===== config.mk =====
export PLATFORM = sky130hd
export DESIGN_NAME = pgv_mul
export DESIGN_NICKNAME = d
export VERILOG_FILES = /design/src/rtl/core/pgv_mul.sv
export SDC_FILE = /design/constraint.sdc
export NUM_CORES = 2
export LEC_CHECK = 0
export BUFFER_PORTS_ARGS = -buffer_cell sky130_fd_sc_hd__buf_2
export CAP_MARGIN = 25
export CORE_MARGIN = 2
export CORE_UTILIZATION = 60
export DETAILED_ROUTE_END_ITERATION = 10
export GPL_TIMING_DRIVEN = 0
export PLACE_DENSITY_LB_ADDON = 0.25
export SYNTH_ARGS = -nofsm -noshare
export SYNTH_HDL_FRONTEND = slang
export SYNTH_SLANG_ARGS = --single-unit

===== constraint.sdc =====
create_clock -name clock -period 17.5 [get_ports clock]
set_clock_uncertainty 0.2 [all_clocks]
set_input_delay 0 -clock clock [delete_from_list [all_inputs] [get_ports clock]]
set_output_delay 0 -clock clock [all_outputs]
set_load 0.01 [all_outputs]

===== src/rtl/core/pgv_mul.sv =====
// ----------------------------------------------------------------------------
// pgv_mul
// Pipelined wide multiplier: one 32-bit slice of the wide operand per stage.
// ----------------------------------------------------------------------------
module pgv_mul #(
   parameter int AW = 32,
   parameter int BW = 32,
   parameter int NL = 1,
   parameter int SW = 1
) (
   input  logic                     clock,
   input  logic                     reset,
   input  logic                     en,
   input  logic                     in_valid,
   input  logic [NL-1:0][AW-1:0]    in_a,
   input  logic [NL-1:0][BW-1:0]    in_b,
   input  logic [SW-1:0]            in_side,
   output logic                     out_valid,
   output logic [NL-1:0][AW+BW-1:0] out_prod,
   output logic [SW-1:0]            out_side
);
   localparam int PW  = AW + BW;
   localparam int NC  = (AW + 31) / 32;
   localparam int APW = NC * 32;

   logic                  valid_ff [NC];
   logic [NL-1:0][AW-1:0] a_ff     [NC];
   logic [NL-1:0][BW-1:0] b_ff     [NC];
   logic [NL-1:0][PW-1:0] acc_ff   [NC];
   logic [NL-1:0][PW-1:0] acc_in   [NC];
   logic [SW-1:0]         side_ff  [NC];

   for (genvar c = 0; c < NC; c++) begin : g_stage
      logic                  valid_src;
      logic [NL-1:0][AW-1:0] a_src;
      logic [NL-1:0][BW-1:0] b_src;
      logic [NL-1:0][PW-1:0] acc_src;
      logic [SW-1:0]         side_src;

      if (c == 0) begin : g_first
         assign valid_src = in_valid;
         assign a_src     = in_a;
         assign b_src     = in_b;
         assign acc_src   = '0;
         assign side_src  = in_side;
      end else begin : g_next
         assign valid_src = valid_ff[c-1];
         assign a_src     = a_ff[c-1];
         assign b_src     = b_ff[c-1];
         assign acc_src   = acc_ff[c-1];
         assign side_src  = side_ff[c-1];
      end

      for (genvar l = 0; l < NL; l++) begin : g_lane
         logic [APW-1:0]  a_pad;
         logic [31+BW:0]  part;
         assign a_pad = APW'(a_src[l]);
         assign part  = a_pad[32*c +: 32] * b_src[l];
         assign acc_in[c][l] = acc_src[l] + (PW'(part) << (32 * c));
      end

      always_ff @(posedge clock) begin
         if (reset) begin
            valid_ff[c] <= 1'b0;
         end else if (en) begin
            valid_ff[c] <= valid_src;
         end
      end

      always_ff @(posedge clock) begin
         if (en) begin
            a_ff[c]    <= a_src;
            b_ff[c]    <= b_src;
            acc_ff[c]  <= acc_in[c];
            side_ff[c] <= side_src;
         end
      end
   end

   assign out_valid = valid_ff[NC-1];
   assign out_prod  = acc_ff[NC-1];
   assign out_side  = side_ff[NC-1];

endmodule


# ---- Word level (Yosys, flattened, before mapping)
# Memory sizes are Yosys's and may differ from the RTL's.
# Index checks and enable logic that the tools add are counted.
dict set report totals {
  reg_bits 0
  ramBits 66
  in_bits 69
  output_inout_bits 66
  wordCells 13
  memories 3
}
dict set report classes {
  mul 1
  n_mux 8
  reduce_logical 1
}
# name words word_bits rd rd_ports_with_merged_regs wr line_no
set memory_table {}
lappend memory_table {acc_ff 1 64 1 0 1 29} ;# logic [NL-1:0][PW-1:0] acc_ff [NC];
lappend memory_table {side_ff 1 1 1 0 1 31} ;# logic [SW-1:0] side_ff [NC];
lappend memory_table {valid_ff 1 1 1 0 1 26} ;# logic valid_ff [NC];
# operator n
set ops {}
lappend ops {{$mul 32x32->64} 1}
lappend ops {{$mux 1} 8}
lappend ops {{$reduce_or 1->1} 1}

# ---- Longest topological paths before layout
dict set report depth {
  word_depth 5
  mapped_depth 29
  depth_no_buf 27
}

# ---- Worst setup path after synthesis
# OpenSTA, ideal clock, no wires.
dict set report synth_timing {
  path_kind {input to register}
  start {in in_a[25] (netlist name)}
  end {mem acc_ff[0][62] (netlist name), data pin}
  setup_time_ns 0.262
  arrival_time_ns 6.612
  required_time_ns 17.038
  slack_ns 10.426
  stages 25
  path_buffers 2
  cell_sequence {clkbuf_1 nand2_1 fa_1 inv_1 fa_1 inv_1 fa_1 inv_1 fa_1 fa_1 fa_1 fa_1 inv_1 fa_1 inv_1 ha_1 buf_2 nand4_1 or4_1 or3_1 a31oi_1 a31o_2 a211oi_1 o21ai_1 xor2_1}
}
# item line_no
set synth_rtl {}
lappend synth_rtl {{start, declared} 15} ;# input logic [NL-1:0][AW-1:0] in_a,
lappend synth_rtl {{end, declared} 29}

==> impl_metrics.py <==
metrics = {
    "clock_tree": {
        "cts.clk_slew.worst_paths_ns": 0.06,
        "clock-sinks": 66,
        "cts_buffer_depth": 2,
        "cts_buffers": 9,
        "cts_tree": "built",
        "root_buffer": "clkbuf_16",
        "post-cts-setup-buffer-count": 0,
        "cts_hold_buf": 4,
        "h-tree-depth": 3,
        "cts_resized": 0,
    },
    "sta": {
        "final-hold-violation-count": 0,
        "fin_setup_tns_ns": 0,
        "worst_pin_slew_ns": 1.21,
        "min_period_ns": 8.60,
        "setup_viol": 0,
        "slew_viol_final": 0,
        "fmax_ghz": 0.116,
        "period_share_pct": 49.1,
        "relSlewSlack_pct": 19.2,
        "rsz0062_at_grt": "no",
        "hold_ws_ns": 0.00127,
    },
    "synth": {
        "synth_top_area_share_pct": 50.7,
        "synth-simple-area-share_pct": 17.4,
        "synth_top_family_by_area": "adder cells",
        "synth_cell_types": 56,
        "syn_avg_cell_area_um2": 9.40,
        "synth_nets": 4990,
        "synth_compound_area_share_pct": 3.84,
        "yosys-top-cells-count": "896 x fa_1, 863 x inv_1, 603 x and2_1",
        "synth_seq_cells": 66,
        "synth_fa_ha_area_share_pct": 60.1,
        "syn_area_mm2": 0.0353,
        "yosys-top-cells-area": "fa_1 51%, and2_1 11%, ha_1 9.3%, inv_1 9.2%, edfxtp_1 5.6%",
        "yosys_warnings": 0,
        "yosysTopAreaCell": "fa_1",
        "synthCells": 3762,
        "synth_xor_xnor_area_share_pct": 1.46,
        "ys_seq_area_share_pct": 5.61,
        "synthMuxAreaShare_pct": 0.0283,
        "ys.flop_type": "edfxtp_1",
        "synth.most_common_cell": "fa_1",
        "synth_edf_count": 66,
        "async_flop_share_pct": 0,
    },
    "placed_design": {
        "place.gp.congestion": 1.07,
        "io_buffers": 134,
        "dp_hpwl_um": 104000,
    },
    "global_routing": {
        "groute.usage.overall_pct": 42.7,
        "grt_pass1_vias": 29200,
        "antenna_found_initial": 17,
        "overflow": 0,
        "grt_max_degree": 44,
        "grt_pass1_wl_um": 183000,
    },
    "detailed_routing": {
        "remaining_drc_errors": 0,
        "detail-route-antenna-nets": 0,
        "viasPerCell": 5.99,
        "routed_wl_um": 125000,
        "wl_per_cell_um": 26.6,
        "first_iter_violations": 2535,
        "vias": 28100,
        "dr.pass1.iters": 5,
    },
    "setup_path": {
        "crit_family": "adder cells",
        "crit_chain": "buf_2 > clkbuf_1 > nand2_1 > fa_1 > fa_1 > inv_1 > fa_1 > fa_1 > fa_1 > fa_1 > fa_1 > inv_1 > fa_1 > inv_1 > ha_1 > clkbuf_1 > nand2_1 > or4_1 > or3_1 > a31oi_1 > a31o_2 > a211oi_1 > o21ai_1 > xor2_1",
        "crit_path_top_delay_cell": "clkbuf_1",
        "worstPathRequired_ns": 17.38,
        "crit_arrival_ns": 8.48,
        "worstPathMaxFanout": 10,
        "cp-start-kind": "input pin",
        "worst-path-stages": 24,
        "crit_type": "input pin to flip-flop",
        "crit_path_end_kind": "flip-flop",
        "cpPeakStageDelay_ns": 0.82,
        "path_common_cell": "fa_1",
        "critPathBufInv": 6,
    },
    "worst_hold_path": {
        "whs_path_depth": 1,
        "worstHoldEndpoint": "acc_ff[0][54]",
        "worstHoldStart": "en",
        "hp-class": "input pin to flip-flop",
    },
    "die": {
        "core_area_mm2": 0.0579,
        "die-width_um": 247,
        "pin_count": 135,
        "die_h_um": 247,
        "start_util_pct": 61.0,
        "die_area_mm2": 0.0609,
        "rows": 88,
    },
    "cells_and_area": {
        "drive_gt1_share_pct": 4.41,
        "n_fill_cell": 5074,
        "seqCellArea_mm2": 0.00198,
        "finalNetCount": 5143,
        "multi_input_area_mm2": 0.0293,
        "syn_to_final_growth_pct": 5.82,
    },
    "run_status": {
        "outcome": "completed",
    },
    "flow_run": {
        "maxCapViolations": 0,
    },
}
registers in the layout, summed over array words and instances, names as in the netlist:
| name | cells |
|---|---|
| valid_ff | 1 |
| acc_ff | 64 |
| side_ff | 1 |
worst max path at each step:
stage,end,start
2_1_floorplan,acc_ff[0][62],in_a[25]
3_3_place_gp,acc_ff[0][62],in_a[18]
3_5_place_dp,acc_ff[0][62],in_a[18]
4_1_cts,acc_ff[0][62],in_a[18]
5_1_grt,acc_ff[0][62],in_a[27]
6_report,acc_ff[0][62],in_a[18]
cell usage in the layout, fill, tap and decap left out, types with 9 or more instances in the layout:
master,n
nand3_1,12
nand4_1,24
a31oi_1,11
ha_1,263
a21o_1,37
edfxtp_1,66
nor2_1,21
a21oi_1,68
and2_1,603
inv_1,863
xnor2_1,33
o21bai_1,10
nand2_1,478
o21ai_0,28
xor2_1,26
clkbuf_1,215
clkbuf_16,9
and3_1,14
fa_1,896
buf_2,143
layer usage:
metal  routed length, um  global-route usage, %  up-vias
li1                    -                      -    11300
met1               41700                   52.0    14300
met2               55500                   65.3     1889
met3               13700                   9.06      589
met4               13800                   36.1        2
met5                  13                      0        -
kinds of logic (layout without fill, tap and decap cells):
group,Yosys count,count (layout)
and+or+nand+nor,1182,1182
adders and majority gates,1159,1159
buffers and inverters,1090,1247
AOI/OAI and AO/OA,205,205
DFF,66,66
xor gates and xnor gates,59,59
muxes,1,1
other,0,6
final cells by class:
cell class              instances  area share, %
inverters                     863           8.66
plain buffers                 227           2.31
clock inverters                 6          0.221
clock buffers                   9          0.602
diodes                          6         0.0401
well taps                     765           2.56
repair buffers                142           2.07
flip-flops and latches         66           5.30
multi-input cells            2606           78.2
per-stage QoR:
step / instance area [um2] / std cells / utilization (%) / setup WS (ns)
finish: 37400 / 4690 / 64.6 / 8.90
global route: 37400 / 4684 / 64.6 / 8.77
CTS: 37300 / 4681 / 64.5 / 9.21
detailed placement: 37000 / 4662 / 63.9 / 8.83
global placement: 37000 / 4661 / 63.8 / 8.80
floorplan: 35300 / 3762 / - / 10.43
Power is not shown: default switching activity piles up to over one toggle a cycle in this logic, so the estimate is an artifact.
