### src/rtl/core/pgv_div.sv
// ----------------------------------------------------------------------------
// pgv_div
// Pipelined restoring divider, one quotient bit per stage, shared divisor.
// ----------------------------------------------------------------------------
module pgv_div #(
   parameter int NW = 8,
   parameter int DW = 8,
   parameter int NL = 1,
   parameter int SW = 1
) (
   input  logic                  clock,
   input  logic                  reset,
   input  logic                  en,
   input  logic                  in_valid,
   input  logic [NL-1:0][NW-1:0] in_num,
   input  logic [NL-1:0][DW-1:0] in_rem,
   input  logic [DW-1:0]         in_den,
   input  logic [SW-1:0]         in_side,
   output logic                  out_valid,
   output logic [NL-1:0][NW-1:0] out_quo,
   output logic [SW-1:0]         out_side
);
   logic                  valid_ff [NW];
   logic [NL-1:0][NW-1:0] num_ff   [NW];
   logic [NL-1:0][NW-1:0] num_in   [NW];
   logic [NL-1:0][DW-1:0] rem_ff   [NW];
   logic [NL-1:0][DW-1:0] rem_in   [NW];
   logic [DW-1:0]         den_ff   [NW];
   logic [SW-1:0]         side_ff  [NW];

   for (genvar s = 0; s < NW; s++) begin : g_stage
      logic                  valid_src;
      logic [NL-1:0][NW-1:0] num_src;
      logic [NL-1:0][DW-1:0] rem_src;
      logic [DW-1:0]         den_src;
      logic [SW-1:0]         side_src;

      if (s == 0) begin : g_first
         assign valid_src = in_valid;
         assign num_src   = in_num;
         assign rem_src   = in_rem;
         assign den_src   = in_den;
         assign side_src  = in_side;
      end else begin : g_next
         assign valid_src = valid_ff[s-1];
         assign num_src   = num_ff[s-1];
         assign rem_src   = rem_ff[s-1];
         assign den_src   = den_ff[s-1];
         assign side_src  = side_ff[s-1];
      end

      // The dividend shifts out at the top while quotient bits shift in below.
      for (genvar l = 0; l < NL; l++) begin : g_lane
         logic [DW:0] trial;
         logic        fits;
         assign trial = {rem_src[l], num_src[l][NW-1]};
         assign fits  = (trial >= {1'b0, den_src});
         assign rem_in[s][l] = fits ? DW'(trial - {1'b0, den_src}) : trial[DW-1:0];
         assign num_in[s][l] = {num_src[l][NW-2:0], fits};
      end

      always_ff @(posedge clock) begin
         if (reset) begin
            valid_ff[s] <= 1'b0;
         end else if (en) begin
            valid_ff[s] <= valid_src;
         end
      end

      always_ff @(posedge clock) begin
         if (en) begin
            num_ff[s]  <= num_in[s];
            rem_ff[s]  <= rem_in[s];
            den_ff[s]  <= den_src;
            side_ff[s] <= side_src;
         end
      end
   end

   assign out_valid = valid_ff[NW-1];
   assign out_quo   = num_ff[NW-1];
   assign out_side  = side_ff[NW-1];

endmodule

### config.mk
export PLATFORM = sky130hd
export DESIGN_NAME = pgv_div
export DESIGN_NICKNAME = d
export VERILOG_FILES = /design/src/rtl/core/pgv_div.sv
export SDC_FILE = /design/constraint.sdc
export NUM_CORES = 1
export LEC_CHECK = 0
export BUFFER_PORTS_ARGS = -buffer_cell sky130_fd_sc_hd__buf_2
export CAP_MARGIN = 10
export CORE_ASPECT_RATIO = 1.75
export CORE_MARGIN = 2
export CORE_UTILIZATION = 50
export CTS_CLUSTER_DIAMETER = 60
export DETAILED_ROUTE_END_ITERATION = 10
export PLACE_DENSITY = 0.65
export SLEW_MARGIN = 20
export SYNTH_ARGS = -nofsm -noshare
export SYNTH_HDL_FRONTEND = slang
export SYNTH_SLANG_ARGS = --single-unit
### constraint.sdc
create_clock -name clock -period 2.9 [get_ports clock]
set_clock_uncertainty 0.2 [all_clocks]
set_input_delay 0.29 -clock clock [delete_from_list [all_inputs] [get_ports clock]]
set_output_delay 0.29 -clock clock [all_outputs]
set_load 0.02 [all_outputs]
# Word level (Yosys, flattened, before mapping)
# Memories as Yosys holds them, arrays and structs flattened.
# Index checks and enable logic that the tools add are counted.
[op_classes] n_addsub=8 order_cmp=8 muxes=22 bitwise_logic=8
[op_table] cell="$ge 9x8->1" n=8
[op_table] cell="$mux 8" n=8
[op_table] cell="$sub 8x8->8" n=8
[op_table] cell="$mux 1" n=14
[op_table] cell="$or 1x1->1" n=8
[totals] reg_bits=0 mem_bits_rw=208 inputBits=29 output_inout_bits=10 mem_count=5
[mem_list] memory="den_ff" words=8 width=8 rd=7 rd_ports_with_merged_regs=0 wr=8 line_no="28" text="logic [DW-1:0] den_ff [NW];"
[mem_list] memory="num_ff" words=8 width=8 rd=8 rd_ports_with_merged_regs=0 wr=8 line_no="24" text="logic [NL-1:0][NW-1:0] num_ff [NW];"
[mem_list] memory="rem_ff" words=8 width=8 rd=7 rd_ports_with_merged_regs=0 wr=8 line_no="26" text="logic [NL-1:0][DW-1:0] rem_ff [NW];"
[mem_list] memory="side_ff" words=8 width=1 rd=8 rd_ports_with_merged_regs=0 wr=8 line_no="29" text="logic [SW-1:0] side_ff [NW];"
[mem_list] memory="valid_ff" words=8 width=1 rd=8 rd_ports_with_merged_regs=0 wr=8 line_no="23" text="logic valid_ff [NW];"

# Depth between registers and ports, before layout
# Gate-level depths: netlist of run 1.
[depth] ltp_word=4 ltp_mapped=8 ltp_nobuf=8

# Worst setup path before layout of run 1
# OpenSTA, ideal clock, no wires.
[synth_path] path_kind="reg2reg" from="memory rem_ff[5][5] (netlist bit)" to="memory rem_ff[6][2] (netlist bit) (data pin)" setup_time_ps=260 arrival_time_ps=1914 path_slack_ps=526 path_stages_with_launch=7 period_less_slack_ps=2374 cell_sequence="edfxtp_1 > ha_1 > a21oi_1 > o21ai_1 > a211o_1 > a31oi_4 > mux2_2"
[synth_rtl] element="from (decl)" line_no="26"

==> impl_metrics.toml, run 1 <==
[cts]
clk_pin_slew_ns = 0.08
cts_root_buffer = "clkbuf_16"
cts.path.max_buffers = 2
cts_tree = "done"
cts.sinks = 192
cts_buffers = 17
cts_resized = 0
clk_latency_ns = 0.44
htreeDepth = 4

[setup_path]
cp.arrival_ns = 2.62
path_class = "flip-flop to flip-flop"
worstPathRequired_ns = 2.88
critical_path_buf_inv_count = 0
path_cells = "ha_1 -> a21o_1 -> a21oi_1 -> a21oi_1 -> a21boi_2 -> mux2_2"
endpoint = "rem_ff[2][6]"
r2r_setup_slack_ns = 0.26
crit_top_cell = "a21oi_1"
endpoint_kind = "flip-flop"
cp_slowest_cell = "a21boi_2"
crit_family = "compound AO/OA/AOI/OAI gates"
max_stage_delay_ns = 0.48
crit_cells = 6
crit_path_start_kind = "flip-flop"
rr_endpoint = "rem_ff[2][6]"
critPathLaunch = "rem_ff[1][2]"
critPathMaxFanout = 8
timing.rr.start = "rem_ff[1][2]"
r2r_cells = 6

[pwr]
pwr-share-clk_pct = 25.1
power.internal_uw = 6110
peakVddDrop_mv = 0.396
share_comb_of_total_power_pct = 30.8
totalPowerFinal_uw = 8900
switchingPower_uw = 2790
power_density_nw_per_um2 = 834
p_seq_share_pct = 44.1
power.leakage_uw = 0.00430
switching_share_pct = 31.4

[synth]
syn_nets = 801
synth-edff-count = 192
synth_top_family_by_area = "compound AO/OA/AOI/OAI gates"
ys_seq_area_share_pct = 62.1
synth-main-ff-cell = "edfxtp_1"
synthMuxAreaShare_pct = 3.25
synthXorXnorAreaFrac_pct = 2.36
synth_top_cell_by_area = "edfxtp_1"
synthArstFlopShare_pct = 0
ys_ff_latch = 192
synth_warnings = 0
yosysMostFrequentCell = "edfxtp_1"
syn_area_per_cell_um2 = 13.2
synthesis.area_um2 = 9290
synth_cells = 701
ys_top_cells_by_area = "edfxtp_1 (62%), ha_1 (8.6%), inv_1 (4.2%), o21a_1 (2.2%), mux2_2 (2.1%)"
synth_compound_area_share_pct = 11.0
yosys.area_share.simple_pct = 6.83
synth_commonest_cells = "edfxtp_1 (192), inv_1 (103), ha_1 (64)"
synth.distinct_cells = 51
yosysTopAreaCellShare_pct = 62.1
yosys.area_share.adder_pct = 10.1

[status]
violations = "design-rule violations"
status = "finished with violations"

[cells_and_area]
drive_gt1_share_pct = 12.9
regArea_um2 = 5770
nFillCells = 1469
multi_input_area_um2 = 3120
fin_area_um2 = 10700
num_antenna_cells = 0
fin_nets = 886
syn_to_final_growth_pct = 14.9

[route]
drt-initial-drc-count = 295
vias = 5598
detail_route.wirelength_um = 16900
drc = 1
vias_per_cell = 5.40
ant_nets = 0
dr.pass1.iters = 9
wl_per_cell_um = 16.3

[sta]
relSlewSlack_pct = 62.9
hold_viol = 0
grt_setup_unrepaired = "false"
post-route-period-util_pct = 91.0
fmax_mhz = 379
drv_slew = 0
worst_pin_slew_ns = 0.542
finalSetupTns_ns = 0
period_needed_ns = 2.64
finalSetupViolations = 0

[floorplanning]
start_util_pct = 50.4
ios = 39
num_rows = 66
dieArea_um2 = 19700
core_um2 = 18400
die_w_um = 107
die_h_um = 184

[min_path]
min_path_type = "primary input to flip-flop"

[global_route]
grt_max_degree = 53
overflow = 0
antenna_found_initial = 0
first_global_vias = 6018
grtUsageTotal_pct = 18.5
grt_pass1_wl_um = 27800

[run]
cap_violations = 0

[placement]
port_buffers = 38
gp_congestion = 0.859
dpl-instance-area_um2 = 9850
hpwl_um = 12400
[flip-flops by register name, indices dropped and copies added, names as in the netlist]
register,count
num_ff,64
den_ff,56
rem_ff,56
side_ff,8
valid_ff,8
[per-layer routing]
layer / part of all wire (%) / routed length, um / global-route usage (%) / vias up
met5: 0 / 0 / 0 / -
met4: 3.8 / 640 / 9.56 / 0
met3: 2.4 / 405 / 3.57 / 39
met2: 62 / 10500 / 38.4 / 109
met1: 32 / 5350 / 15.7 / 2713
li1: - / - / - / 2737
[power groups by stage]
stage | Combinational [uW] | Sequential, uW | Clock [uW]
4_1_cts | 2730 | 3930 | 2290
3_3_place_gp | 2550 | 3970 | 0
2_1_floorplan | 2030 | 3920 | 0
6_report | 2740 | 3930 | 2240
3_5_place_dp | 2690 | 3990 | 0
5_1_grt | 3050 | 3980 | 2410
[layout by cell type, fill, tap and decap left out, types with 18 or more instances in the layout]
cell	Yosys	routed
dlygate4sd3_1	0	24
nor2_1	21	21
nand2_1	40	40
edfxtp_1	192	192
buf_2	1	37
inv_1	103	103
ha_1	64	64
a21oi_1	29	29
xnor2_1	19	19
nor2b_1	18	18
o21a_1	27	27
o21ai_0	30	30
[metrics by stage]
| step | hold slack, ns | worst slack [ns] | utilization, % | instances |
|---|---|---|---|---|
| finish | 0.0169 | 0.260 | 57.9 | 1037 |
| global route | 0.0313 | 0.139 | 57.9 | 1037 |
| CTS | 0.00645 | 0.266 | 57.9 | 1037 |
| detailed placement | 0.205 | 0.283 | 53.5 | 981 |
| global placement | 0.201 | 0.356 | 53.5 | 981 |
| floorplan | 0.189 | 0.526 | - | 701 |
[logic make-up (layout without fill, tap and decap cells)]
kind of cell    after synthesis  count (layout)
flops                       192             192
xor+xnor                     25              25
fa+ha+maj                    71              71
buf+inv                     107             205
mux                          28              28
compound gates              149             149
simple gates                129             129
[layout make-up]
cell class	instances	share of cell area, %
clock buffer	17	3.99
clock inverter	15	1.44
inverter	103	3.62
multi-input combinational	402	29.2
sequential	192	54.0
tap	238	2.79
timing repair buffer	70	4.89
[how the worst min path moves through the flow]
stage                 start       endpoint  slack (ns)  depth (start not counted)
4_1_cts           in_rem[2]   rem_ff[0][3]       0.006                          3
3_5_place_dp   num_ff[0][3]  num_ff[0][12]        0.20                          0
5_1_grt           in_rem[2]   rem_ff[0][3]        0.03                          3
2_1_floorplan     in_den[0]   den_ff[0][0]        0.19                          0
3_3_place_gp   num_ff[0][2]  num_ff[0][11]        0.20                          0
6_report          in_rem[2]   rem_ff[0][3]        0.02                          3
[repair_timing]
item,in CTS,in global routing
hold buffers,24,0
buffers inserted,0,0
hold endpoints to repair,24,0
[worst register-to-register path: stages, from the launching register on]
cell and delay, ns:
edfxtp_1 0.40, ha_1 0.36, a21o_1 0.19, a21oi_1 0.20, a21oi_1 0.15, a21boi_2 0.48, mux2_2 0.40
Power figures use the tool's default switching activity.
==> inputs of run 2 (changes only) <==
--- a/config.mk
+++ b/config.mk
@@ -9,10 +9,10 @@
 export CAP_MARGIN = 10
 export CORE_ASPECT_RATIO = 1.75
 export CORE_MARGIN = 2
-export CORE_UTILIZATION = 50
+export CORE_UTILIZATION = 55
 export CTS_CLUSTER_DIAMETER = 60
 export DETAILED_ROUTE_END_ITERATION = 10
-export PLACE_DENSITY = 0.65
+export PLACE_DENSITY = 0.72
 export SLEW_MARGIN = 20
 export SYNTH_ARGS = -nofsm -noshare
 export SYNTH_HDL_FRONTEND = slang
==> impl_metrics.toml, run 2 (synthesis results as in run 1) <==
[global_route]
grt_max_degree = 59
overflow = 0
grt_pass1_wl_um = 27000
first_global_vias = 5995
antenna_found_initial = 0
grtUsageTotal_pct = 20.0

[setup_path]
max_stage_delay_ns = 0.48
critPathMaxFanout = 8
path_class = "flip-flop to flip-flop"
critical_path_buf_inv_count = 0
path_cells = "ha_1 -> a21o_1 -> a21oi_1 -> o21a_1 -> a21boi_2 -> mux2_2"
crit_path_start_kind = "flip-flop"
cp_slowest_cell = "a21boi_2"
endpoint_kind = "flip-flop"
crit_family = "compound AO/OA/AOI/OAI gates"
cp.arrival_ns = 2.65
worstPathRequired_ns = 2.88

[floorplanning]
core_um2 = 16400
ios = 39
die_h_um = 176
num_rows = 62
dieArea_um2 = 18000
die_w_um = 102
start_util_pct = 56.5

[sta]
post-route-period-util_pct = 91.9
postLayoutSetupSlackWorst_ns = 0.234
fmax_mhz = 375
hold_viol = 0
worst_pin_slew_ns = 0.557
finalSetupViolations = 0
period_needed_ns = 2.67
drv_slew = 0
grt_setup_unrepaired = "false"
finalSetupTns_ns = 0
relSlewSlack_pct = 62.6

[pwr]
power.leakage_uw = 0.00431
peakVddDrop_mv = 0.456
power_density_nw_per_um2 = 841

[route]
wl_per_cell_um = 16.4
vias = 5620
detail_route.wirelength_um = 16800
vias_per_cell = 5.49
drc = 0
dr.pass1.iters = 4
drt-initial-drc-count = 237
ant_nets = 0

[cells_and_area]
reg_top3 = "num_ff x64, den_ff x56, rem_ff x56"
top_register = "num_ff"
finalCoreUtilization_pct = 64.8
regArea_um2 = 5770
syn_to_final_growth_pct = 14.8
nFillCells = 1221
fin_nets = 887
num_antenna_cells = 0
final_cell_mix = "edfxtp_1 (192), inv_1 (103), ha_1 (64)"
multi_input_area_um2 = 3120
final_common_cell = "edfxtp_1"
largest_reg_flops = 64
drive_gt1_share_pct = 12.9

[run]
cap_violations = 0

[placement]
gp_congestion = 0.944
place_ws_ns = 0.291
hpwl_um = 12200
port_buffers = 38

[cts]
cts_setup_buffers = 0
cts.sinks = 192
clk_pin_slew_ns = 0.07
clk_latency_ns = 0.44
cts_buffers = 17
htreeDepth = 4
cts.path.max_buffers = 2
cts_tree = "done"
cts_root_buffer = "clkbuf_16"

[min_path]
min_path_type = "primary input to flip-flop"

[status]
status = "complete, no violations"
run 2: cell types whose count changed in the layout (fill, tap and decap cells not counted), sizes merged:
cell | previous run | this run
bufinv | 0 | 1
dlygate4sd3 | 24 | 25
inv | 107 | 110
clkinv | 9 | 5
run 2: area by class of cell:
type	instances	share of cell area (%)
clock buffer	17	3.99
tap	224	2.63
timing repair buffer	71	4.99
multi-input combinational	402	29.3
inverter	103	3.63
clock inverter	15	1.41
sequential	192	54.1
run 2: per-stage QoR:
step                      power, uW  cell area (um2)  hold slack (ns)  cells
after floorplan                5950             9290            0.189    701
after global placement         6540             9830            0.201    967
after detailed placement       6700             9830            0.205    967
after global routing           9440            10700            0.120   1024
after CTS                      9000            10700           0.0983   1024
final                          8960            10700            0.114   1024
run 2: per-layer routing:
metal  vias to the layer above  wire length (um)  track usage (%)
li1                       2730                 -                -
met1                      2735              5480             16.8
met2                       113             10400             41.1
met3                        42               387             3.94
met4                         0               558             9.94
met5                         -                 0                0
run 2: power breakdown:
group	internal, uW	leakage [uW]	switching (uW)
Clock	1210	0.000280	1070
Combinational	1250	0.00214	1510
Sequential	3710	0.00188	211
run 2: worst paths after layout:
kind / from / to / slack [ns] / cells after the start
max: rem_ff[1][5] / rem_ff[2][3] / 0.23 / 6
min: reset / valid_ff[0][1] / 0.11 / 2
max reg2reg: rem_ff[1][5] / rem_ff[2][3] / 0.23 / 6
min reg2reg: num_ff[1][13] / num_ff[2][6] / 0.22 / 0
run 2: timing repair:
item	CTS	global route
hold buffers	25	0
endpoints found under the hold margin	25	0
gates resized for setup	0	0
run 2: worst register-to-register path, cell delays in order, from the launching register on:
cell	delay [ns]
edfxtp_1	0.42
ha_1	0.40
a21o_1	0.23
a21oi_1	0.14
o21a_1	0.14
a21boi_2	0.48
mux2_2	0.40
