==> config.mk <==
export PLATFORM = sky130hd
export DESIGN_NAME = pgv_sqrt
export DESIGN_NICKNAME = d
export VERILOG_FILES = /design/src/rtl/core/pgv_sqrt.sv
export SDC_FILE = /design/constraint.sdc
export NUM_CORES = 1
export LEC_CHECK = 0
export BUFFER_PORTS_ARGS = -buffer_cell sky130_fd_sc_hd__clkbuf_2
export CORE_ASPECT_RATIO = 1.2
export CORE_MARGIN = 2
export CORE_UTILIZATION = 57
export DETAILED_ROUTE_END_ITERATION = 8
export PLACE_DENSITY = 0.83
export SLEW_MARGIN = 20
export SYNTH_ARGS = -nofsm -noshare
export SYNTH_HDL_FRONTEND = slang
export SYNTH_SLANG_ARGS = --single-unit
==> constraint.sdc <==
create_clock -name clock -period 2.6 [get_ports clock]
set_input_delay 0.13 -clock clock [delete_from_list [all_inputs] [get_ports clock]]
set_output_delay 0.13 -clock clock [all_outputs]
set_load 0.005 [all_outputs]
==> src/rtl/core/pgv_sqrt.sv <==
// ----------------------------------------------------------------------------
// pgv_sqrt
// Pipelined digit-by-digit integer square root, one root bit per stage.
// ----------------------------------------------------------------------------
module pgv_sqrt #(
   parameter int VW = 8,
   parameter int SW = 1
) (
   input  logic              clock,
   input  logic              reset,
   input  logic              en,
   input  logic              in_valid,
   input  logic [VW-1:0]     in_val,
   input  logic [SW-1:0]     in_side,
   output logic              out_valid,
   output logic [VW/2-1:0]   out_root,
   output logic [SW-1:0]     out_side
);
   localparam int RW  = VW / 2;
   localparam int RMW = RW + 2;

   logic           valid_ff [RW];
   logic [VW-1:0]  val_ff   [RW];
   logic [VW-1:0]  val_in   [RW];
   logic [RW-1:0]  root_ff  [RW];
   logic [RW-1:0]  root_in  [RW];
   logic [RMW-1:0] rem_ff   [RW];
   logic [RMW-1:0] rem_in   [RW];
   logic [SW-1:0]  side_ff  [RW];

   for (genvar s = 0; s < RW; s++) begin : g_stage
      logic           valid_src;
      logic [VW-1:0]  val_src;
      logic [RW-1:0]  root_src;
      logic [RMW-1:0] rem_src;
      logic [SW-1:0]  side_src;
      logic [RMW+1:0] trial_rem;
      logic [RMW-1:0] trial;
      logic           fits;

      if (s == 0) begin : g_first
         assign valid_src = in_valid;
         assign val_src   = in_val;
         assign root_src  = '0;
         assign rem_src   = '0;
         assign side_src  = in_side;
      end else begin : g_next
         assign valid_src = valid_ff[s-1];
         assign val_src   = val_ff[s-1];
         assign root_src  = root_ff[s-1];
         assign rem_src   = rem_ff[s-1];
         assign side_src  = side_ff[s-1];
      end

      // Bring down the next pair of radicand bits and try root*4+1.
      assign trial_rem = {rem_src, val_src[VW-1 -: 2]};
      assign trial     = {root_src, 2'b01};
      assign fits      = (trial_rem >= {2'b00, trial});
      assign rem_in[s] = fits ? RMW'(trial_rem - {2'b00, trial}) : trial_rem[RMW-1:0];
      assign root_in[s] = {root_src[RW-2:0], fits};
      assign val_in[s]  = {val_src[VW-3:0], 2'b00};

      always_ff @(posedge clock) begin
         if (reset) begin
            valid_ff[s] <= 1'b0;
         end else if (en) begin
            valid_ff[s] <= valid_src;
         end
      end

      always_ff @(posedge clock) begin
         if (en) begin
            val_ff[s]  <= val_in[s];
            root_ff[s] <= root_in[s];
            rem_ff[s]  <= rem_in[s];
            side_ff[s] <= side_src;
         end
      end
   end

   assign out_valid = valid_ff[RW-1];
   assign out_root  = root_ff[RW-1];
   assign out_side  = side_ff[RW-1];

endmodule

-- Yosys cells after proc, flatten, opt, wreduce, memory -nomap -nowiden
Memory sizes are Yosys's and may differ from the RTL's.
Index checks and enable logic that the tools add are counted.
- output and inout bits: 6
- memories kept: 5
- register bits after elaboration: 0
- bits in writable memories: 72
- word-level logic and storage cells: 31
- memory list (name ; depth ; width ; read ports ; clocked after memory_dff ; write ports ; RTL line ; source):
    rem_ff ; 4 ; 6 ; 3 ; 0 ; 4 ; 27 ; logic [RMW-1:0] rem_ff [RW];
    val_ff ; 4 ; 6 ; 3 ; 0 ; 4 ; 23 ; logic [VW-1:0] val_ff [RW];
    root_ff ; 4 ; 4 ; 4 ; 0 ; 4 ; 25 ; logic [RW-1:0] root_ff [RW];
    side_ff ; 4 ; 1 ; 4 ; 0 ; 4 ; 29 ; logic [SW-1:0] side_ff [RW];
    valid_ff ; 4 ; 1 ; 4 ; 0 ; 4 ; 22 ; logic valid_ff [RW];
- multiplexer cells: 14
- $add $sub $neg: 4
- bitwise gates (word level): 4
- magnitude comparators: 4
- operators by type and width (operator ; count):
    8-bit by 6-bit greater-or-equal comparator with 1-bit output ; 3
    6-bit two-way mux ; 4
    6-bit subtractor ; 3
    1-bit two-way mux ; 10
    1-bit OR ; 4
    2-bit by 1-bit subtractor with 3-bit output, second input constant ; 1
    2-bit by 1-bit greater-or-equal comparator with 1-bit output, second input constant ; 1

-- Logic depth before layout (Yosys ltp)
Gate-level depths: netlist of run 1.
- word-level depth: 4
- mapped depth: 8
- mapped depth without buffers: 8

-- Worst setup path before layout of run 1
OpenSTA, ideal clock, no wires.
- path type: register -> register
- start point: memory rem_ff[1][2] in the netlist's numbering
- end point: memory rem_ff[2][2] in the netlist's numbering, data pin
- stages on the path, launching flop included: 6
- path slack: 0.697 ns
- arrival: 1.642 ns
- buffers on the path: 1
- setup time: 0.260 ns
- data required time: 2.340 ns
- cell sequence: edfxtp_1 > or4_1 > a31oi_1 > nor2b_2 > buf_6 > mux2_4
- RTL lines (what ; RTL line):
    from (decl) ; 27

==> flow_metrics.py, run 1 <==
metrics = {
    "synthesis": {
        "synth_nets": 146,
        "synth-seq-cells": 45,
        "synth_compound_area_share_pct": 4.894,
        "synth.avg_cell_area_um2": 15.51,
        "synth_warnings": 0,
        "seq_area_frac_synth_pct": 71.43,
        "synthCells": 122,
        "synth_fa_ha_area_share_pct": 7.275,
        "synth-simple-area-share_pct": 8.598,
        "synth.area.mux_share_pct": 2.116,
        "synthXorXnorAreaFrac_pct": 2.315,
        "syn_area_um2": 1892,
        "synth_top_family_by_area": "simple AND/OR/NAND/NOR gates",
        "synth.distinct_cells": 29,
    },
    "route": {
        "vias": 1011,
        "drt_wl_total_mm": 2.586,
        "dr.pass1.iters": 4,
        "drc": 0,
        "initialDrtViolationCount": 15,
        "postRouteAntennaNets": 0,
        "wire_per_inst_um": 13.54,
        "viasPerCell": 5.293,
    },
    "clocking": {
        "cts_buffer_depth": 2,
        "clkLatencyLatePin_ns": 0.35,
        "ctsResizeCount": 0,
        "cts_root_buf": "clkbuf_4",
        "clock_sinks": 45,
        "cts_setup_buffers": 0,
        "clk_pin_slew_ns": 0.13,
        "cts_max_level": 2,
        "numCtsBuffers": 5,
        "hold_buffers": 7,
        "tritoncts": "built",
    },
    "floorplanning": {
        "io_pins": 19,
        "dieArea_um2": 3798,
        "fp-row-count": 22,
        "die_h_um": 67.11,
        "design.core.area_um2": 3110,
        "initial_core_util_pct": 60.82,
        "chipWidth_um": 56.59,
    },
    "placement": {
        "io_buffers": 18,
        "dpl_worst_slack_ns": 0.5092,
        "hpwl_mm": 1.815,
        "gp_congestion": 0.8158,
    },
    "timing": {
        "whs_ns": 0.06341,
        "finalCritPeriodShare_pct": 82.26,
        "setup_viol": 0,
        "fmaxAchievable_mhz": 467.5,
        "fin_skew_ns": 0.01142,
        "drv_slew": 0,
        "rsz0062_at_grt": "no",
        "tns_ns": 0,
        "finalHoldViolCount": 0,
        "fin_ws_ns": 0.4612,
        "layout_min_cycle_time_ns": 2.139,
    },
    "run_status": {
        "status": "finished, final reports clean",
    },
    "final_layout": {
        "seqCellArea_um2": 1351,
        "post-route-util_pct": 69.83,
        "layout_commonest_cell": "edfxtp_1",
        "syn_to_final_growth_pct": 14.81,
        "nFillCells": 215,
        "drive_gt1_share_pct": 21.94,
        "final_cell_mix": "edfxtp_1 (45), clkbuf_2 (18), inv_1 (13), ha_1 (11), dlygate4sd3_1 (7)",
        "antennaDiodeCount": 0,
        "nets": 178,
        "multi_input_comb_area_um2": 480.5,
    },
    "worst_setup_path": {
        "path_max_fanout": 6,
        "crit_path_end_kind": "register",
        "required_ns": 2.71,
        "cp-start-kind": "register",
        "critPathArrivalTime_ns": 2.25,
        "crit_chain": "or4_1, a31oi_1, nor2b_2, mux2_4",
        "setup.worst_path.class": "reg2reg",
        "critPathSlowestCell": "or4_1",
        "slowest_delay_ns": 0.52,
        "rrSetupSlack_ns": 0.46,
    },
    "global_routing": {
        "grt.total_usage_pct": 16.61,
        "grt_pass1_vias": 1058,
        "grt_pass1_wl_mm": 4.533,
        "grt_overflow": 0,
        "grt_max_degree": 36,
        "antenna_found_initial": 0,
    },
    "power": {
        "vdd_drop_max_mv": 0.4860,
        "power.density_nw_per_um2": 682.4,
        "leakage_nw": 0.8598,
    },
    "min_path": {
        "hp-class": "in2reg",
    },
    "job": {
        "maxCapViolCount": 0,
    },
}
[cell type report]
type	instances	area share, %
well taps	36	2.074
clock inverters	3	1.901
multi-input cells	63	22.12
flip-flops and latches	45	62.21
clock buffers	5	1.728
inverters	13	2.247
repair buffers	26	7.719
[final timing paths]
path,start,endpoint,cells after the start
min reg2reg,side_ff[1],side_ff[2],0
max reg2reg,rem_ff[1][2],rem_ff[2][2],4
max,rem_ff[1][2],rem_ff[2][2],4
min,in_valid,valid_ff[0],2
[report_power, final]
group | internal [mW] | switching, mW | total, mW
combinational | 0.0848 | 0.0840 | 0.169
clock | 0.199 | 0.210 | 0.409
sequential | 0.878 | 0.0265 | 0.904
[synthesized netlist by cell type]
master     n  share of area (%)
buf_6      1               0.60
inv_1     13                2.6
nor2b_2    1               0.46
nand3b_1   1               0.40
or4_2      1               0.46
o31ai_1    1               0.40
nor4_1     1               0.33
or2_2      2               0.66
mux2_4     2                1.6
or4bb_1    1               0.60
nand2b_1   1               0.33
nand2_2    1               0.33
o21ai_0    6                1.6
mux2i_1    1               0.53
a21o_2     1               0.46
or4_1      1               0.40
a21oi_1    5                1.3
nor2_1     6                1.2
nor2b_1    3               0.99
a21boi_0   1               0.40
nor3_1     3               0.79
a31oi_1    1               0.33
xnor2_1    4                1.9
conb_1     1               0.20
xor2_1     1               0.46
edfxtp_1  45                 71
o21a_1     1               0.40
ha_1      11                7.3
and2_1     5                1.7
[kinds of logic after synthesis]
kind of cell    count (synthesis)
xor+xnor                        5
flops                          45
fa+ha+maj                      11
mux                             3
compound gates                 16
buf+inv                        14
simple gates                   27
other cells                     1
[critical path, delay by kind of cell, from the launching register on]
family,cells,cell delay [ns]
AO/OA/AOI/OAI,1,0.22
multiplexers,1,0.33
flip-flops,1,0.47
AND/OR/NAND/NOR,2,0.90
[through the flow]
step	instance area [um^2]	instances	total power, mW
finish	2172	191	1.482
global route	2172	191	1.553
CTS	2172	191	1.496
detailed placement	2023	176	1.083
global placement	2023	176	1.066
floorplan	1892	122	1.024
[flip-flops by register name (all words and copies together) (netlist names)]
register  count
rem_ff       15
val_ff       12
root_ff      10
side_ff       4
valid_ff      4
[per-layer routing]
| layer | share of wire [%] | vias up | GRT usage (%) | wire length [um] |
|---|---|---|---|---|
| met5 | 0 | - | 0 | 0 |
| met4 | 2.6 | 0 | 8.929 | 68 |
| met3 | 4.3 | 8 | 5.825 | 111 |
| met2 | 57 | 23 | 30.67 | 1477 |
| met1 | 36 | 479 | 16.12 | 928 |
| li1 | - | 501 | - | - |
Note: power is estimated with default switching activity, not from simulation.
==> run 2: changes to the inputs <==
Clock period 2.6 ns to 2.1 ns, I/O delays scaled along.
==> run 2 against run 1 <==
Against the previous run: critical path depth unchanged; largest cell class unchanged; maximum frequency increased by 6.0%; core utilization increased by 1.5 points; global-route usage down 0.32 points; critical path type unchanged; sequential power up 24%; via count up 2.4%; hold slack got worse by 0.038 ns.
==> flow_metrics.py, run 2 (synthesized netlist as in run 1, its figures left out) <==
metrics = {
    "run_status": {
        "status": "finished, final reports clean",
    },
    "route": {
        "highest_layer": "met4",
        "viasPerCell": 5.363,
        "postRouteAntennaNets": 0,
        "wl_met2_mm": 1.537,
        "wire_per_inst_um": 13.68,
        "dr.pass1.iters": 4,
        "vias": 1035,
        "drt-met1-wl_um": 890,
        "initialDrtViolationCount": 21,
        "drc": 0,
        "wl_met3_um": 131,
        "drt_wl_total_mm": 2.640,
    },
    "global_routing": {
        "grt.total_usage_pct": 16.29,
        "grt_max_degree": 36,
        "antenna_found_initial": 0,
        "grt_pass1_wl_mm": 4.353,
        "grt_pass1_vias": 1033,
        "grt_overflow": 0,
    },
    "min_path": {
        "worstHoldStart": "in_val[7]",
        "hp-class": "in2reg",
    },
    "worst_setup_path": {
        "setup.worst_path.class": "reg2reg",
        "cp-start-kind": "register",
        "path_max_fanout": 5,
        "rr_startpoint": "rem_ff[1][2]",
        "critPathArrivalTime_ns": 2.13,
        "startpoint": "rem_ff[1][2]",
        "crit_path_end_kind": "register",
        "required_ns": 2.22,
    },
    "floorplanning": {
        "fp-row-count": 22,
        "io_pins": 19,
        "chipWidth_um": 56.59,
        "die_h_um": 67.11,
        "design.core.area_um2": 3110,
        "dieArea_um2": 3798,
        "initial_core_util_pct": 60.82,
    },
    "final_layout": {
        "largest_reg_flops": 15,
        "drive_gt1_share_pct": 22.93,
        "final_cell_mix": "edfxtp_1 (45), clkbuf_2 (18), inv_1 (13), ha_1 (11), dlygate4sd3_1 (8)",
        "syn_to_final_growth_pct": 17.26,
        "reg_top3": "rem_ff (15), val_ff (12), root_ff (10)",
        "layout_commonest_cell": "edfxtp_1",
        "nets": 180,
        "post-route-util_pct": 71.32,
        "largest-register": "rem_ff",
        "nFillCells": 214,
        "antennaDiodeCount": 0,
    },
    "clocking": {
        "clk_pin_slew_ns": 0.13,
        "clkLatencyLatePin_ns": 0.35,
        "tritoncts": "built",
        "cts_buffer_depth": 2,
        "numCtsBuffers": 5,
        "clock_sinks": 45,
        "cts_max_level": 2,
        "cts_root_buf": "clkbuf_4",
    },
    "timing": {
        "finalHoldViolCount": 0,
        "layout_min_cycle_time_ns": 2.019,
        "drv_slew": 0,
        "tns_ns": 0,
        "finalCritPeriodShare_pct": 96.13,
        "fin_ws_ns": 0.08132,
        "fmaxAchievable_mhz": 495.4,
        "setup_viol": 0,
        "fin_skew_ns": 0.01474,
    },
    "job": {
        "maxCapViolCount": 0,
    },
    "placement": {
        "dpl_worst_slack_ns": 0.08594,
        "gp_congestion": 0.8075,
        "io_buffers": 18,
        "hpwl_mm": 1.855,
    },
    "power": {
        "power.density_nw_per_um2": 888.5,
        "vdd_drop_max_mv": 0.7115,
        "leakage_nw": 0.8868,
    },
}
run 2: critical path: stages, from the launching register on:
cell      delay, ns
edfxtp_1       0.47
or4_1          0.52
a31oi_1        0.23
nor2b_4        0.25
mux2_4         0.32
run 2: path summary, 6_finish.rpt:
path / to / cells past startpoint / slack [ns]
min: root_ff[0][0] / 2 / 0.03
min reg2reg: side_ff[2] / 0 / 0.43
max reg2reg: rem_ff[2][3] / 4 / 0.08
max: rem_ff[2][3] / 4 / 0.08
run 2: per-stage QoR:
step           std cells  cell area [um^2]  hold WS (ns)  total power [mW]
2_1_floorplan        122              1892        0.2039             1.268
4_1_cts              192              2203       0.01571             1.978
6_report             193              2218       0.02507             1.971
5_1_grt              193              2218      0.008726             2.063
3_5_place_dp         177              2031        0.2837             1.344
3_3_place_gp         177              2031        0.2819             1.321
run 2: where the power goes:
group	leakage (nW)	internal, mW	switching (mW)
combinational	0.394	0.109	0.109
sequential	0.438	1.09	0.0321
clock	0.0552	0.369	0.265
total	0.887	1.56	0.407
run 2: repair_timing:
action,CTS,global route
setup endpoints to repair,0,5
hold buffers,7,1
endpoints found under the hold margin,7,1
gates resized for setup,0,3
setup buffers,0,0
run 2: area by class of cell:
cell class	count	area, um^2	share of cell area (%)
Multi-Input combinational cell	63	485.5	21.88
Clock buffer	5	37.54	1.692
Timing Repair Buffer	28	185.2	8.347
Clock inverter	3	65.06	2.933
Inverter	13	48.80	2.200
Tap cell	36	45.04	2.030
Sequential cell	45	1351	60.91
run 2: per-layer routing:
metal  vias to the layer above  track usage (%)
met1                       490            13.38
met3                         9            6.408
met2                        25            31.69
li1                        511                -
met4                         0            9.821
met5                         -                0
==> run 3: changes to the inputs <==
==> constraint.sdc (replaced) <==
create_clock -name clock -period 2.1 [get_ports clock]
set_input_delay 0.42 -clock clock [delete_from_list [all_inputs] [get_ports clock]]
set_output_delay 0.42 -clock clock [all_outputs]
set_load 0.005 [all_outputs]
==> run 3 against run 2 <==
Against the previous run: critical path depth unchanged; routed wire length is 0.95% higher; register-to-register slack got worse by 0.02 ns; clock-buffer cell count unchanged; final area fell by 3.8%; largest cell class unchanged; largest power group unchanged; hold slack better by 0.20 ns; critical endpoint is now rem_ff[2][2]; global-route usage rose by 0.28 points.
==> flow_metrics.py, run 3 (synthesized netlist as in run 1, its figures left out) <==
metrics = {
    "clocking": {
        "cts_root_buf": "clkbuf_4",
        "tritoncts": "built",
        "clk_pin_slew_ns": 0.13,
        "clock_sinks": 45,
        "cts_max_level": 2,
        "numCtsBuffers": 5,
        "cts_buffer_depth": 2,
        "clkLatencyLatePin_ns": 0.36,
    },
    "timing": {
        "fin_skew_ns": 0.005946,
        "whs_ns": 0.2284,
        "finalHoldViolCount": 0,
        "drv_slew": 0,
        "rsz0062_at_grt": "no",
        "fmaxAchievable_mhz": 489.6,
        "setup_viol": 0,
        "tns_ns": 0,
        "finalCritPeriodShare_pct": 97.25,
        "layout_min_cycle_time_ns": 2.042,
    },
    "power": {
        "leakage_nw": 0.8492,
        "power.density_nw_per_um2": 876.6,
        "vdd_drop_max_mv": 0.6041,
        "power.total_mw": 1.871,
    },
    "final_layout": {
        "largest-register": "rem_ff",
        "seqCellArea_um2": 1351,
        "layout_commonest_cell": "edfxtp_1",
        "antennaDiodeCount": 0,
        "nets": 174,
        "syn_to_final_growth_pct": 12.83,
        "multi_input_comb_area_um2": 485.5,
        "largest_reg_flops": 15,
        "fin_cells": 187,
        "post-route-util_pct": 68.62,
        "reg_top3": "rem_ff (15), val_ff (12), root_ff (10)",
        "drive_gt1_share_pct": 25.17,
        "nFillCells": 212,
        "final_cell_mix": "edfxtp_1 (45), clkbuf_2 (18), inv_1 (13), ha_1 (11)",
    },
    "global_routing": {
        "antenna_found_initial": 0,
        "grt.total_usage_pct": 16.56,
        "grt_pass1_wl_mm": 4.374,
        "grt_pass1_vias": 1036,
        "grt_overflow": 0,
        "grt_max_degree": 36,
    },
    "placement": {
        "io_buffers": 18,
        "hpwl_mm": 1.804,
        "gp_congestion": 0.8101,
        "dp.cells": 177,
    },
    "route": {
        "drt_wl_total_mm": 2.665,
        "drc": 0,
        "initialDrtViolationCount": 26,
        "wire_per_inst_um": 14.25,
        "postRouteAntennaNets": 0,
        "vias": 1006,
        "dr.pass1.iters": 4,
        "viasPerCell": 5.380,
    },
    "floorplanning": {
        "io_pins": 19,
        "chipWidth_um": 56.59,
        "die_h_um": 67.11,
        "fp-row-count": 22,
        "design.core.area_um2": 3110,
        "initial_core_util_pct": 60.82,
        "dieArea_um2": 3798,
    },
    "worst_setup_path": {
        "required_ns": 2.23,
        "setup.worst_path.class": "reg2reg",
        "cp-start-kind": "register",
        "path_max_fanout": 4,
        "crit_path_end_kind": "register",
        "critPathArrivalTime_ns": 2.17,
    },
    "job": {
        "maxCapViolCount": 0,
    },
    "min_path": {
        "hp-class": "in2reg",
    },
    "run_status": {
        "status": "finished, final reports clean",
    },
}
run 3: worst paths after layout:
kind | start | to | slack [ns] | cells after the start
hold / removal | in_side | side_ff[0] | 0.23 | 1
setup / recovery | rem_ff[1][2] | rem_ff[2][2] | 0.06 | 4
hold reg to reg | val_ff[1][2] | val_ff[2][4] | 0.44 | 0
setup reg to reg | rem_ff[1][2] | rem_ff[2][2] | 0.06 | 4
run 3: layout make-up:
cell class / count / area share, %
timing repair buffer: 22 / 5.627
inverter: 13 / 2.286
clock buffer: 5 / 1.758
tap: 36 / 2.110
sequential: 45 / 63.31
multi-input combinational: 63 / 22.74
clock inverter: 3 / 2.169
run 3: report_power, final:
group / switching, mW / leakage, nW / total (mW) / internal [mW]
logic: 0.114 / 0.370 / 0.220 / 0.106
registers: 0.0317 / 0.438 / 1.12 / 1.09
clock network: 0.281 / 0.0414 / 0.533 / 0.252
run 3: layer usage:
layer	global-route usage, %	part of all wire (%)	vias to the layer above
met3	7.184	5.0	12
met4	10.71	3.9	0
met5	0	0	-
met1	14.25	34	469
li1	-	-	496
met2	30.67	57	29
run 3: timing repair:
action                     4_1_cts  5_1_grt
hold buffers                     0        0
setup buffers                    0        2
setup endpoints to repair        0        4
resized for setup                0        2
run 3: metrics by stage:
step / worst slack, ns / instance area (um^2)
2_1_floorplan: 0.1973 / 1892
3_3_place_gp: 0.1889 / 2031
3_5_place_dp: 0.1088 / 2031
4_1_cts: 0.01696 / 2115
5_1_grt: 0.01136 / 2135
6_report: 0.05766 / 2135
run 3: critical path: stages, from the launching register on:
cell and delay [ns]:
edfxtp_1 0.47, or4_1 0.52, a31oi_1 0.25, nor2b_4 0.25, mux2_4 0.31
